--- config.mk ---
export PLATFORM = sky130hd
export DESIGN_NAME = square_tone_mixer_flat
export DESIGN_NICKNAME = d
export VERILOG_FILES = /design/src/hdl/stm_pkg.sv /design/src/hdl/stm_if.sv /design/src/hdl/square_tone_mixer.sv /design/src/flat_wrapper.sv
export SDC_FILE = /design/constraint.sdc
export NUM_CORES = 1
export LEC_CHECK = 0
export BUFFER_PORTS_ARGS = -buffer_cell sky130_fd_sc_hd__buf_2
export CAP_MARGIN = 15
export CORE_MARGIN = 3
export CORE_UTILIZATION = 31
export DETAILED_ROUTE_END_ITERATION = 16
export PLACE_DENSITY = 0.53
export SLEW_MARGIN = 20
export SYNTH_ARGS = -nofsm -noshare
export SYNTH_HDL_FRONTEND = slang
export SYNTH_SLANG_ARGS = --single-unit
export TNS_END_PERCENT = 10
--- constraint.sdc ---
create_clock -name clk -period 5.1 [get_ports clk]
set_clock_uncertainty 0.15 [all_clocks]
set_input_delay 0.255 -clock clk [delete_from_list [all_inputs] [get_ports clk]]
set_output_delay 0.255 -clock clk [all_outputs]
set_load 0.01 [all_outputs]
--- src/hdl/stm_pkg.sv ---
// Package for the square tone mixer: sizes, constants and the sequencer state type.
package stm_pkg;

    // Block configuration.
    localparam int NUM_CHANNELS   = 4;
    localparam int SAMPLE_RATE_HZ = 44100;

    // Field widths.
    localparam int AMP_W   = 13;
    localparam int CHAN_W  = 2;
    localparam int FREQ_W  = 15;
    localparam int TIME_W  = 32;
    localparam int SAMPLE_W = 16;
    localparam int MASK_W  = 4;
    localparam int PER_W   = 16;

    // Derived sizes.
    localparam int CH_IDX_W = (NUM_CHANNELS > 1) ? $clog2(NUM_CHANNELS) : 1;
    localparam int DIV_W    = $clog2(SAMPLE_RATE_HZ + 1);
    localparam int DIV_CNT_W = $clog2(DIV_W + 1);
    localparam int ACC_W    = 17 + $clog2(NUM_CHANNELS);
    localparam int FREQ_MAX = SAMPLE_RATE_HZ / 2;
    localparam int PER_MAX  = (1 << PER_W) - 1;

    // Reset value of the amplitude register.
    localparam logic [AMP_W-1:0] AMP_RESET = AMP_W'(4000);

    // Input command codes.
    localparam logic CMD_TICK  = 1'b0;
    localparam logic CMD_START = 1'b1;

    // Sequencer states.
    typedef enum logic [1:0] {
        ST_IDLE,
        ST_DIV,
        ST_TICK,
        ST_DONE
    } stm_state_t;

endpackage

--- src/hdl/stm_if.sv ---
// Handshake interfaces for the input, result and configuration channels.
interface stm_in_if;
    logic                              valid;
    logic                              ready;
    logic                              command;
    logic [stm_pkg::CHAN_W-1:0]        channel;
    logic [stm_pkg::FREQ_W-1:0]        tone_frequency;
    logic [stm_pkg::TIME_W-1:0]        stop_time;
    logic [stm_pkg::TIME_W-1:0]        now_ms;

    modport source (output valid, command, channel, tone_frequency, stop_time, now_ms,
                    input ready);
    modport sink   (input valid, command, channel, tone_frequency, stop_time, now_ms,
                    output ready);
endinterface

interface stm_out_if;
    logic                              valid;
    logic                              ready;
    logic signed [stm_pkg::SAMPLE_W-1:0] sample;
    logic [stm_pkg::MASK_W-1:0]        active_mask;

    modport source (output valid, sample, active_mask, input ready);
    modport sink   (input valid, sample, active_mask, output ready);
endinterface

interface stm_cfg_if;
    logic                              valid;
    logic                              ready;
    logic [stm_pkg::AMP_W-1:0]         data;

    modport source (output valid, data, input ready);
    modport sink   (input valid, data, output ready);
endinterface

--- src/hdl/square_tone_mixer.sv ---
// Top level of the four-channel square-wave tone mixer with its shared sequencer.
//
// A start beat is accepted in ST_IDLE and then runs in ST_DIV through a restoring
// divider that works out the channel period one quotient bit per cycle. A tick beat
// is accepted in ST_IDLE; in ST_TICK a single compare-and-accumulate unit then visits
// the channels one after another, and ST_DONE loads the result register; it waits
// there while an earlier result is still held. The block takes no new beat while it
// works on one. Configuration writes are taken at any time, but the amplitude is read
// as each channel is visited, so a write belongs between beats, while nothing is in
// flight.
module square_tone_mixer (
    input  logic          clk,
    input  logic          rst_n,
    stm_in_if.sink        items,
    stm_out_if.source     results,
    stm_cfg_if.sink       cfg
);

    // Sequencer and working registers.
    stm_pkg::stm_state_t                 state_reg, state_next;
    logic [stm_pkg::AMP_W-1:0]           amp_reg;
    logic [stm_pkg::CHAN_W-1:0]          chan_reg;
    logic [stm_pkg::TIME_W-1:0]          time_reg;
    logic [stm_pkg::FREQ_W-1:0]          divisor_reg;
    logic [stm_pkg::FREQ_W-1:0]          rem_reg, rem_next;
    logic [stm_pkg::DIV_W-1:0]           qr_reg, qr_next;
    logic [stm_pkg::DIV_CNT_W-1:0]       div_cnt_reg;
    logic [stm_pkg::CH_IDX_W-1:0]        idx_reg;
    logic signed [stm_pkg::ACC_W-1:0]    acc_reg, acc_next;
    logic [stm_pkg::MASK_W-1:0]          mask_reg, mask_next;

    // Channel state.
    logic                                active_reg [stm_pkg::NUM_CHANNELS];
    logic [stm_pkg::TIME_W-1:0]          end_reg    [stm_pkg::NUM_CHANNELS];
    logic [stm_pkg::PER_W-1:0]           period_reg [stm_pkg::NUM_CHANNELS];
    logic [stm_pkg::PER_W-1:0]           phase_reg  [stm_pkg::NUM_CHANNELS];

    // Result register.
    logic                                out_valid_reg;
    logic signed [stm_pkg::SAMPLE_W-1:0] out_sample_reg;
    logic [stm_pkg::MASK_W-1:0]          out_mask_reg;

    logic                                in_fire;
    logic                                out_load;
    logic [stm_pkg::FREQ_W-1:0]          freq_clamped;
    logic [stm_pkg::FREQ_W:0]            rem_shift;
    logic                                rem_ge;
    logic [stm_pkg::PER_W-1:0]           period_new;
    logic                                div_last;
    logic                                tick_last;
    logic [stm_pkg::PER_W-1:0]           per_cur;
    logic [stm_pkg::PER_W-1:0]           ph_cur;
    logic [stm_pkg::PER_W:0]             ph_inc;
    logic [stm_pkg::PER_W-1:0]           ph_new;
    logic                                chan_live;
    logic                                first_half;
    logic signed [stm_pkg::ACC_W-1:0]    amp_ext;
    logic signed [stm_pkg::SAMPLE_W-1:0] sample_sat;

    assign items.ready = (state_reg == stm_pkg::ST_IDLE);
    assign in_fire     = items.valid && items.ready;
    assign cfg.ready   = 1'b1;

    assign results.valid       = out_valid_reg;
    assign results.sample      = out_sample_reg;
    assign results.active_mask = out_mask_reg;

    // Clamp the requested frequency to 1..SAMPLE_RATE_HZ/2.
    always_comb
    begin
        if (items.tone_frequency == '0)
        begin
            freq_clamped = stm_pkg::FREQ_W'(1);
        end
        else if (32'(items.tone_frequency) > 32'(stm_pkg::FREQ_MAX))
        begin
            freq_clamped = stm_pkg::FREQ_W'(stm_pkg::FREQ_MAX);
        end
        else
        begin
            freq_clamped = items.tone_frequency;
        end
    end

    // One restoring division step: shift in the next dividend bit and subtract if it fits.
    assign rem_shift = {rem_reg, qr_reg[stm_pkg::DIV_W-1]};
    assign rem_ge    = (rem_shift >= {1'b0, divisor_reg});
    always_comb
    begin
        rem_next = rem_ge ? stm_pkg::FREQ_W'(rem_shift - {1'b0, divisor_reg})
                          : stm_pkg::FREQ_W'(rem_shift);
        if (stm_pkg::DIV_W > 1)
        begin
            qr_next = {qr_reg[stm_pkg::DIV_W-2:0], rem_ge};
        end
        else
        begin
            qr_next = stm_pkg::DIV_W'(rem_ge);
        end
    end

    // The quotient is final after the last step; saturate it to the period width.
    assign period_new = (32'(qr_next) > 32'(stm_pkg::PER_MAX))
                        ? stm_pkg::PER_W'(stm_pkg::PER_MAX) : stm_pkg::PER_W'(qr_next);
    assign div_last   = (div_cnt_reg == stm_pkg::DIV_CNT_W'(stm_pkg::DIV_W - 1));
    assign tick_last  = (idx_reg == stm_pkg::CH_IDX_W'(stm_pkg::NUM_CHANNELS - 1));

    // Shared channel unit: expiry compare, half-period compare and phase advance.
    always_comb
    begin
        per_cur    = (period_reg[idx_reg] == '0) ? stm_pkg::PER_W'(1) : period_reg[idx_reg];
        ph_cur     = phase_reg[idx_reg];
        chan_live  = active_reg[idx_reg] && (time_reg < end_reg[idx_reg]);
        first_half = (ph_cur < (per_cur >> 1));
        ph_inc     = {1'b0, ph_cur} + (stm_pkg::PER_W+1)'(1);
        ph_new     = (ph_inc >= {1'b0, per_cur}) ? '0 : ph_inc[stm_pkg::PER_W-1:0];
        amp_ext    = stm_pkg::ACC_W'($signed({1'b0, amp_reg}));
        acc_next   = acc_reg;
        mask_next  = mask_reg;
        if (chan_live)
        begin
            acc_next = first_half ? (acc_reg + amp_ext) : (acc_reg - amp_ext);
            for (int b = 0; b < stm_pkg::MASK_W; b++)
            begin
                if ((b < stm_pkg::NUM_CHANNELS) && (idx_reg == stm_pkg::CH_IDX_W'(b)))
                begin
                    mask_next[b] = 1'b1;
                end
            end
        end
    end

    // Saturate the mixed sum to the sample range.
    always_comb
    begin
        if (acc_reg > stm_pkg::ACC_W'(32767))
        begin
            sample_sat = 16'sh7FFF;
        end
        else if (acc_reg < -stm_pkg::ACC_W'(32768))
        begin
            sample_sat = -16'sh8000;
        end
        else
        begin
            sample_sat = stm_pkg::SAMPLE_W'(acc_reg);
        end
    end

    assign out_load = (state_reg == stm_pkg::ST_DONE) && (!out_valid_reg || results.ready);

    // Next state of the sequencer.
    always_comb
    begin
        state_next = state_reg;
        unique case (state_reg)
            stm_pkg::ST_IDLE:
            begin
                if (in_fire)
                begin
                    if (items.command == stm_pkg::CMD_START)
                    begin
                        state_next = (32'(items.channel) < 32'(stm_pkg::NUM_CHANNELS))
                                     ? stm_pkg::ST_DIV : stm_pkg::ST_IDLE;
                    end
                    else
                    begin
                        state_next = stm_pkg::ST_TICK;
                    end
                end
            end
            stm_pkg::ST_DIV:
            begin
                if (div_last)
                begin
                    state_next = stm_pkg::ST_IDLE;
                end
            end
            stm_pkg::ST_TICK:
            begin
                if (tick_last)
                begin
                    state_next = stm_pkg::ST_DONE;
                end
            end
            stm_pkg::ST_DONE:
            begin
                if (out_load)
                begin
                    state_next = stm_pkg::ST_IDLE;
                end
            end
            default:
            begin
                state_next = stm_pkg::ST_IDLE;
            end
        endcase
    end

    // State register.
    always_ff @(posedge clk or negedge rst_n)
    begin
        if (!rst_n)
        begin
            state_reg <= stm_pkg::ST_IDLE;
        end
        else
        begin
            state_reg <= state_next;
        end
    end

    // Amplitude register.
    always_ff @(posedge clk or negedge rst_n)
    begin
        if (!rst_n)
        begin
            amp_reg <= stm_pkg::AMP_RESET;
        end
        else if (cfg.valid && cfg.ready)
        begin
            amp_reg <= cfg.data;
        end
    end

    // Working registers of the divider and the channel walk.
    always_ff @(posedge clk)
    begin
        if (in_fire)
        begin
            chan_reg    <= items.channel;
            time_reg    <= (items.command == stm_pkg::CMD_START) ? items.stop_time
                                                                 : items.now_ms;
            divisor_reg <= freq_clamped;
            rem_reg     <= '0;
            qr_reg      <= stm_pkg::DIV_W'(stm_pkg::SAMPLE_RATE_HZ);
            div_cnt_reg <= '0;
            idx_reg     <= '0;
            acc_reg     <= '0;
            mask_reg    <= '0;
        end
        else if (state_reg == stm_pkg::ST_DIV)
        begin
            rem_reg     <= rem_next;
            qr_reg      <= qr_next;
            div_cnt_reg <= div_cnt_reg + stm_pkg::DIV_CNT_W'(1);
        end
        else if (state_reg == stm_pkg::ST_TICK)
        begin
            acc_reg  <= acc_next;
            mask_reg <= mask_next;
            if (!tick_last)
            begin
                idx_reg <= idx_reg + stm_pkg::CH_IDX_W'(1);
            end
        end
    end

    // Channel state: armed at the end of a division, updated as the tick walk visits it.
    always_ff @(posedge clk or negedge rst_n)
    begin
        if (!rst_n)
        begin
            for (int c = 0; c < stm_pkg::NUM_CHANNELS; c++)
            begin
                active_reg[c] <= 1'b0;
                end_reg[c]    <= '0;
                period_reg[c] <= '0;
                phase_reg[c]  <= '0;
            end
        end
        else if ((state_reg == stm_pkg::ST_DIV) && div_last)
        begin
            for (int c = 0; c < stm_pkg::NUM_CHANNELS; c++)
            begin
                if (32'(chan_reg) == 32'(c))
                begin
                    active_reg[c] <= 1'b1;
                    end_reg[c]    <= time_reg;
                    period_reg[c] <= period_new;
                    phase_reg[c]  <= '0;
                end
            end
        end
        else if (state_reg == stm_pkg::ST_TICK)
        begin
            if (chan_live)
            begin
                phase_reg[idx_reg] <= ph_new;
            end
            else
            begin
                active_reg[idx_reg] <= 1'b0;
            end
        end
    end

    // Result register: holds one finished beat until the sink takes it.
    always_ff @(posedge clk or negedge rst_n)
    begin
        if (!rst_n)
        begin
            out_valid_reg <= 1'b0;
        end
        else if (out_load)
        begin
            out_valid_reg <= 1'b1;
        end
        else if (results.ready)
        begin
            out_valid_reg <= 1'b0;
        end
    end

    always_ff @(posedge clk)
    begin
        if (out_load)
        begin
            out_sample_reg <= sample_sat;
            out_mask_reg   <= mask_reg;
        end
    end

endmodule

--- src/flat_wrapper.sv ---
// flat-port wrapper written by rule: the top's interface ports become plain ports
module square_tone_mixer_flat 
  (clk, rst_n, items_valid, items_command, items_channel, items_tone_frequency, items_stop_time, items_now_ms, items_ready, results_valid, results_sample, results_active_mask, results_ready, cfg_valid, cfg_data, cfg_ready);
  stm_in_if items_i ();
  stm_out_if results_i ();
  stm_cfg_if cfg_i ();
  input  logic clk;
  input  logic rst_n;
  input wire logic [$bits(items_i.valid)-1:0] items_valid;
  input wire logic [$bits(items_i.command)-1:0] items_command;
  input wire logic [$bits(items_i.channel)-1:0] items_channel;
  input wire logic [$bits(items_i.tone_frequency)-1:0] items_tone_frequency;
  input wire logic [$bits(items_i.stop_time)-1:0] items_stop_time;
  input wire logic [$bits(items_i.now_ms)-1:0] items_now_ms;
  output wire logic [$bits(items_i.ready)-1:0] items_ready;
  output wire logic [$bits(results_i.valid)-1:0] results_valid;
  output wire logic [$bits(results_i.sample)-1:0] results_sample;
  output wire logic [$bits(results_i.active_mask)-1:0] results_active_mask;
  input wire logic [$bits(results_i.ready)-1:0] results_ready;
  input wire logic [$bits(cfg_i.valid)-1:0] cfg_valid;
  input wire logic [$bits(cfg_i.data)-1:0] cfg_data;
  output wire logic [$bits(cfg_i.ready)-1:0] cfg_ready;
  assign items_i.valid = items_valid;
  assign items_i.command = items_command;
  assign items_i.channel = items_channel;
  assign items_i.tone_frequency = items_tone_frequency;
  assign items_i.stop_time = items_stop_time;
  assign items_i.now_ms = items_now_ms;
  assign items_ready = items_i.ready;
  assign results_valid = results_i.valid;
  assign results_sample = results_i.sample;
  assign results_active_mask = results_i.active_mask;
  assign results_i.ready = results_ready;
  assign cfg_i.valid = cfg_valid;
  assign cfg_i.data = cfg_data;
  assign cfg_ready = cfg_i.ready;
  square_tone_mixer u_core (.clk(clk), .rst_n(rst_n), .items(items_i), .results(results_i), .cfg(cfg_i));
endmodule
# ---- Word-level counts from Yosys, hierarchy flattened
# Index checks and enable logic that the tools add are counted.
dict set report word_totals {
  register_bits 406
  inputBits 100
  out_inout_bits 23
}
dict set report op_classes {
  addsub 6
  n_lt_le_gt_ge 9
  eq_ne 19
  mux 46
  bitwise_logic 5
  reduce_logical 35
}
# operator count
set ops {}
lappend ops {{16-bit two-way mux} 12}
lappend ops {{64-bit two-way mux} 3}
lappend ops {{32-bit two-way mux} 3}
lappend ops {{16-bit binary-select mux with 2-bit select} 2}
lappend ops {{32-bit binary-select mux with 2-bit select} 1}
lappend ops {{64-bit bitwise mux} 1}
lappend ops {{16-bit demux with 2-bit select} 1}
lappend ops {{32-bit less-than comparator} 1}
lappend ops {{15-bit two-way mux} 2}
lappend ops {{3-bit AND reduction} 10}
lappend ops {{4-bit AND reduction} 5}
lappend ops {{19-bit by 14-bit adder with 19-bit output} 1}
lappend ops {{19-bit by 16-bit > comparator with 1-bit output (second input constant)} 1}
lappend ops {{19-bit by 16-bit less-than comparator with 1-bit output (second input constant)} 1}
lappend ops {{19-bit two-way mux} 1}
lappend ops {{19-bit by 14-bit subtractor with 19-bit output} 1}
lappend ops {{16-bit by 1-bit adder with 17-bit output (second input constant)} 1}
lappend ops {{17-bit by 16-bit greater-or-equal comparator with 1-bit output} 1}
lappend ops {{16-bit by 15-bit greater-or-equal comparator with 1-bit output} 1}
lappend ops {{16-bit logical NOT} 1}
lappend ops {{16-bit by 15-bit less-than comparator with 1-bit output} 1}
lappend ops {{15-bit > comparator (second input constant)} 1}
lappend ops {{15-bit logical NOT} 1}
lappend ops {{15-bit subtractor} 1}
lappend ops {{26 further kinds} 66}

# ---- Logic depth before layout (Yosys ltp)
dict set report logic_depth {
  depth_word 12
  mapped_depth 25
  depth_no_buf 20
}

# ---- Worst setup path before layout
# OpenSTA, ideal clock, no wires.
dict set report synth_path {
  path_kind {register to register}
  startpoint {reg u_core.idx_reg[0] (netlist name)}
  endpoint {reg u_core.acc_reg[18] (netlist name)}
  setup_ps 70
  arrival_ps 5413
  t_required_ps 4880
  slack_ps -533
  path_stages_with_launch 23
  cell_sequence {dfxtp_1 > buf_6 > buf_6 > buf_2 > buf_2 > mux4_2 > inv_1 > ha_1 > a211o_1 > o221ai_1 > o21a_1 > buf_4 > nand2_1 > xor2_1 > ha_1 > and3_1 > a221o_1 > o2bb2ai_1 > o31ai_1 > o21ai_0 > xnor2_1 > or3_1 > a21oi_1}
}
dict set report synth_via {
  elab_chain_cells 8
}
# element line_no
set synth_rtl {}
lappend synth_rtl {{start, declared} square_tone_mixer.sv:28} ;# logic [stm_pkg::CH_IDX_W-1:0] idx_reg;
lappend synth_rtl {{start signal, assigned} square_tone_mixer.sv:254} ;# idx_reg <= idx_reg + stm_pkg::CH_IDX_W'(1);
lappend synth_rtl {{2-bit NOT with 3-bit output (implied by the code) *} {square_tone_mixer.sv:111, square_tone_mixer.sv:112, square_tone_mixer.sv:113}}
lappend synth_rtl {{16-bit binary-select mux with 2-bit select} square_tone_mixer.sv:111} ;# per_cur = (period_reg[idx_reg] == '0) ? stm_pkg::PER_W'(1) : period_reg[idx_reg];
lappend synth_rtl {{16-bit two-way mux (implied by the code) (2 in a row)} square_tone_mixer.sv:111}
lappend synth_rtl {{16-bit logical NOT} square_tone_mixer.sv:111}
lappend synth_rtl {{16-bit two-way mux} square_tone_mixer.sv:111}
lappend synth_rtl {{16-bit by 15-bit less-than comparator with 1-bit output} square_tone_mixer.sv:114} ;# first_half = (ph_cur < (per_cur >> 1));
lappend synth_rtl {{19-bit two-way mux} square_tone_mixer.sv:122} ;# acc_next = first_half ? (acc_reg + amp_ext) : (acc_reg - amp_ext);
lappend synth_rtl {{end signal, assigned} square_tone_mixer.sv:250} ;# acc_reg <= acc_next;
lappend synth_rtl {{end, declared} square_tone_mixer.sv:29} ;# logic signed [stm_pkg::ACC_W-1:0] acc_reg, acc_next;
# Mark *: on every way between the ends. The rest lies on a longest branch, timed or not. The select of a mux whose other input is x is not followed.
# A chain may end at the register's enable or synchronous reset.

# ---- Final worst setup path
# Ends and elaborated chain as after synthesis.

==> out/results.ini <==
[synthesis]
synth_edf_count = 69
yosysSeqAreaShare_pct = 48.9
ys_async_sr_fraction_pct = 68.0
yosysWarnings = 0
syn_avg_cell_area_um2 = 12.1
synth_seq_cells = 406
syn_inst = 1731
syn_area_um2 = 20900
syn-num-nets = 1935
synth-main-ff-cell = dfrtp_1
synth.distinct_cells = 79

[grt]
top_usage_layer = met2
grt_pass1_vias = 15194
track_usage_pct = 14.5
gr-total-overflow = 0
grt_max_degree = 135
grt_pass1_wl_mm = 82.8
met2_usage_pct = 24.6
antenna_found_initial = 1
grt.met3_usage_pct = 2.37
met1_usage_pct = 19.4

[routing]
routed_wirelength_mm = 51.3
dr_total_vias = 14560
avgRoutedWirePerCell_um = 17.6
drc = 0
vias_per_cell = 4.99
drt_iter0_drc = 700
postRouteAntennaNets = 0
first_pass_iters = 8

[finish]
antennaDiodeCount = 0
final_area_um2 = 25900
fillers = 6318
drive_gt1_share_pct = 32.4
largest_register_ffs = 128
fin_util_pct = 39.1
finalNetCount = 2221
areaGrowthSynthToFinish_pct = 24.0

[pwr]
internal_power_w = 0.00914
ir_drop_mv = 0.338
pwr-share-comb_pct = 44.4
p_clk_share_pct = 24.1
power.density_nw_per_um2 = 545
p_sw_share_pct = 35.1
finalPower_w = 0.0141
p_leak_nw = 11.4
p_sw_w = 0.00494
seq_power_share_pct = 31.4

[sta]
rsz0062_at_grt = yes
hold_viol_final = 0
drv_slew = 0
min_period_ns = 5.01
period_share_pct = 98.2
relSlewSlack_pct = 31.0
setup_viol = 0
fin_ws_ns = 0.0908
worst_slew_pin_slew_ns = 1.04
achievable-frequency_ghz = 0.200

[worst_setup_path]
worstSetupPathType = reg2reg
cp_cell_sequence = buf_12, mux4_2, ha_1, and3_4, a221oi_4, o21ai_2, a211oi_2, o21a_1, buf_12, o31ai_2, xor2_1, ha_1, a21o_1, a221o_1, o2bb2ai_2, o31ai_2, o21ai_1, xnor2_1, or3_1, a21oi_1
slowest_delay_ns = 0.54
critical_path.endpoint_type = flop
critPathMaxFanout = 6
worst_path_max_delay_cell = mux4_2
worstPathRequired_ns = 5.44
critPathLaunchType = flop
critPathTopFamily = compound AO/OA/AOI/OAI gates
path_buf_inv = 2
crit_arrival_ns = 5.35

[die]
fp-row-count = 94
dieWidth_um = 265
die_area_um2 = 70500
core_um2 = 66200
die_h_um = 265
io_pins = 123
start_util_pct = 31.5

[clock_tree]
clock-root-buffer = clkbuf_16
cts_made_buffers = 47
cts_tree = yes
clkLatencyLatePin_ns = 0.59
h-tree-depth = 2
cts_sinks = 406
cts.clk_slew.worst_paths_ns = 0.06
clk_path_buf_depth = 3

[place]
post-place-ws_ns = -0.0756
hpwl_mm = 33.3
io_buffers = 121
dpl_cell_area_um2 = 22700
routabilityCongestion = 0.833

[hold_path]
hp-class = in2async

[run_status]
outcome = complete, no violations

[job]
drv_cap = 0

worst paths after layout:
kind / startpoint / end / slack, ns / cells past startpoint
worst max register to register: u_core.idx_reg[0] / u_core.acc_reg[18] / 0.09 / 20
max in group asynchronous: rst_n / u_core.end_reg[16] / 3.41 / 3
worst min-delay path: rst_n / u_core.results.valid / 0.15 / 2
min in group clk: items_command / u_core.state_reg[1] / 0.23 / 2
worst max-delay path: u_core.idx_reg[0] / u_core.acc_reg[18] / 0.09 / 20
worst min register to register: u_core.mask_reg[2] / u_core.results.active_mask[2] / 0.30 / 0
placed cells by master (no fill, tap or decap), drive strengths merged, types with 5 or more instances in the layout:
cell / synthesis / layout
xor2: 21 / 21
a21oi: 68 / 68
mux2i: 12 / 12
nand3: 54 / 54
xnor2: 26 / 26
o21a: 33 / 33
or2: 10 / 10
clkbuf: 50 / 65
dfstp: 6 / 6
or4: 5 / 5
mux2: 234 / 234
dfxtp: 61 / 61
a31oi: 10 / 10
or3: 8 / 8
o31ai: 15 / 15
mux4: 65 / 65
buf: 33 / 208
nand4: 23 / 23
o21ai: 105 / 105
inv: 102 / 102
ha: 102 / 102
nor4: 6 / 6
nand2: 143 / 143
o211ai: 8 / 8
and3: 11 / 11
nor2: 42 / 42
a211oi: 12 / 12
a21o: 18 / 18
edfxtp: 69 / 69
nor3: 17 / 17
o41ai: 10 / 10
nor2b: 18 / 18
dfrtp: 270 / 270
nand2b: 10 / 10
a21boi: 5 / 5
dlygate4sd3: 0 / 112
clkinv: 0 / 19
and2: 9 / 9
cells by family after synthesis:
logic type      after synthesis  share of synthesized area, %
mux                         311                          20.4
other cells                   1                        0.0180
flops                       406                          48.9
simple gates                366                          9.05
fa+ha+maj                   104                          6.31
xor+xnor                     47                          2.08
buf+inv                     185                          3.68
compound gates              311                          9.52
synth_stat cells (10+ instances only):
| library cell | n | area share, % |
|---|---|---|
| dfrtp_1 | 270 | 32 |
| mux2_2 | 234 | 13 |
| nand2_1 | 141 | 2.5 |
| ha_1 | 102 | 6.1 |
| inv_1 | 101 | 1.8 |
| o21ai_0 | 84 | 2.0 |
| edfxtp_1 | 69 | 9.9 |
| a21oi_1 | 67 | 1.6 |
| dfxtp_1 | 61 | 5.9 |
| mux4_2 | 53 | 5.7 |
| nand3_1 | 52 | 1.2 |
| clkbuf_1 | 50 | 0.90 |
| nor2_1 | 41 | 0.74 |
| o21a_1 | 33 | 1.2 |
| xnor2_1 | 25 | 1.0 |
| o21ai_1 | 21 | 0.50 |
| xor2_1 | 19 | 0.80 |
| a21o_1 | 18 | 0.65 |
| nor2b_1 | 18 | 0.54 |
| buf_2 | 17 | 0.41 |
| nand4_1 | 16 | 0.48 |
| nor3_1 | 15 | 0.36 |
| o31ai_1 | 15 | 0.54 |
| mux2i_1 | 12 | 0.58 |
| mux4_1 | 12 | 1.5 |
| a211oi_1 | 10 | 0.36 |
| nand2b_1 | 10 | 0.30 |
| or2_2 | 10 | 0.30 |
stage by stage:
stage	setup TNS, ns	std cells	hold WS (ns)
4_1_cts	0	2904	0.170
6_report	0	2920	0.152
5_1_grt	-0.574	2920	0.214
3_5_place_dp	-0.0756	2692	0.189
2_1_floorplan	0	1731	-0.191
3_3_place_gp	0	2692	0.179
layer usage:
metal	vias to the layer above	wire length, um
met2	301	24400
met4	2	1200
li1	6896	-
met5	-	13
met1	7265	23400
met3	96	2210
power by group through the flow:
stage / combinational (W) / sequential [W] / clock (W)
6_report: 0.00626 / 0.00443 / 0.00340
3_3_place_gp: 0.00537 / 0.00446 / 0
3_5_place_dp: 0.00545 / 0.00449 / 0
2_1_floorplan: 0.00406 / 0.00432 / 0
4_1_cts: 0.00587 / 0.00443 / 0.00351
5_1_grt: 0.00693 / 0.00452 / 0.00365
timing repair:
action | 4_1_cts | 5_1_grt
hold buffers | 112 | 0
endpoints found under the setup margin | 1 | 16
pin swaps | 11 | 25
hold endpoints to repair | 157 | 0
gates resized for setup | 25 | 31
setup buffers | 12 | 16
layout make-up:
class	instances	area (um^2)	area share, %
Clock inverter	23	213	0.822
Multi-Input combinational cell	1140	10100	39.0
Inverter	102	384	1.48
Tap cell	864	1080	4.18
Timing Repair Buffer	320	2510	9.71
Clock buffer	65	1380	5.32
Sequential cell	406	10200	39.5
Note: power is estimated with default switching activity, not from simulation.
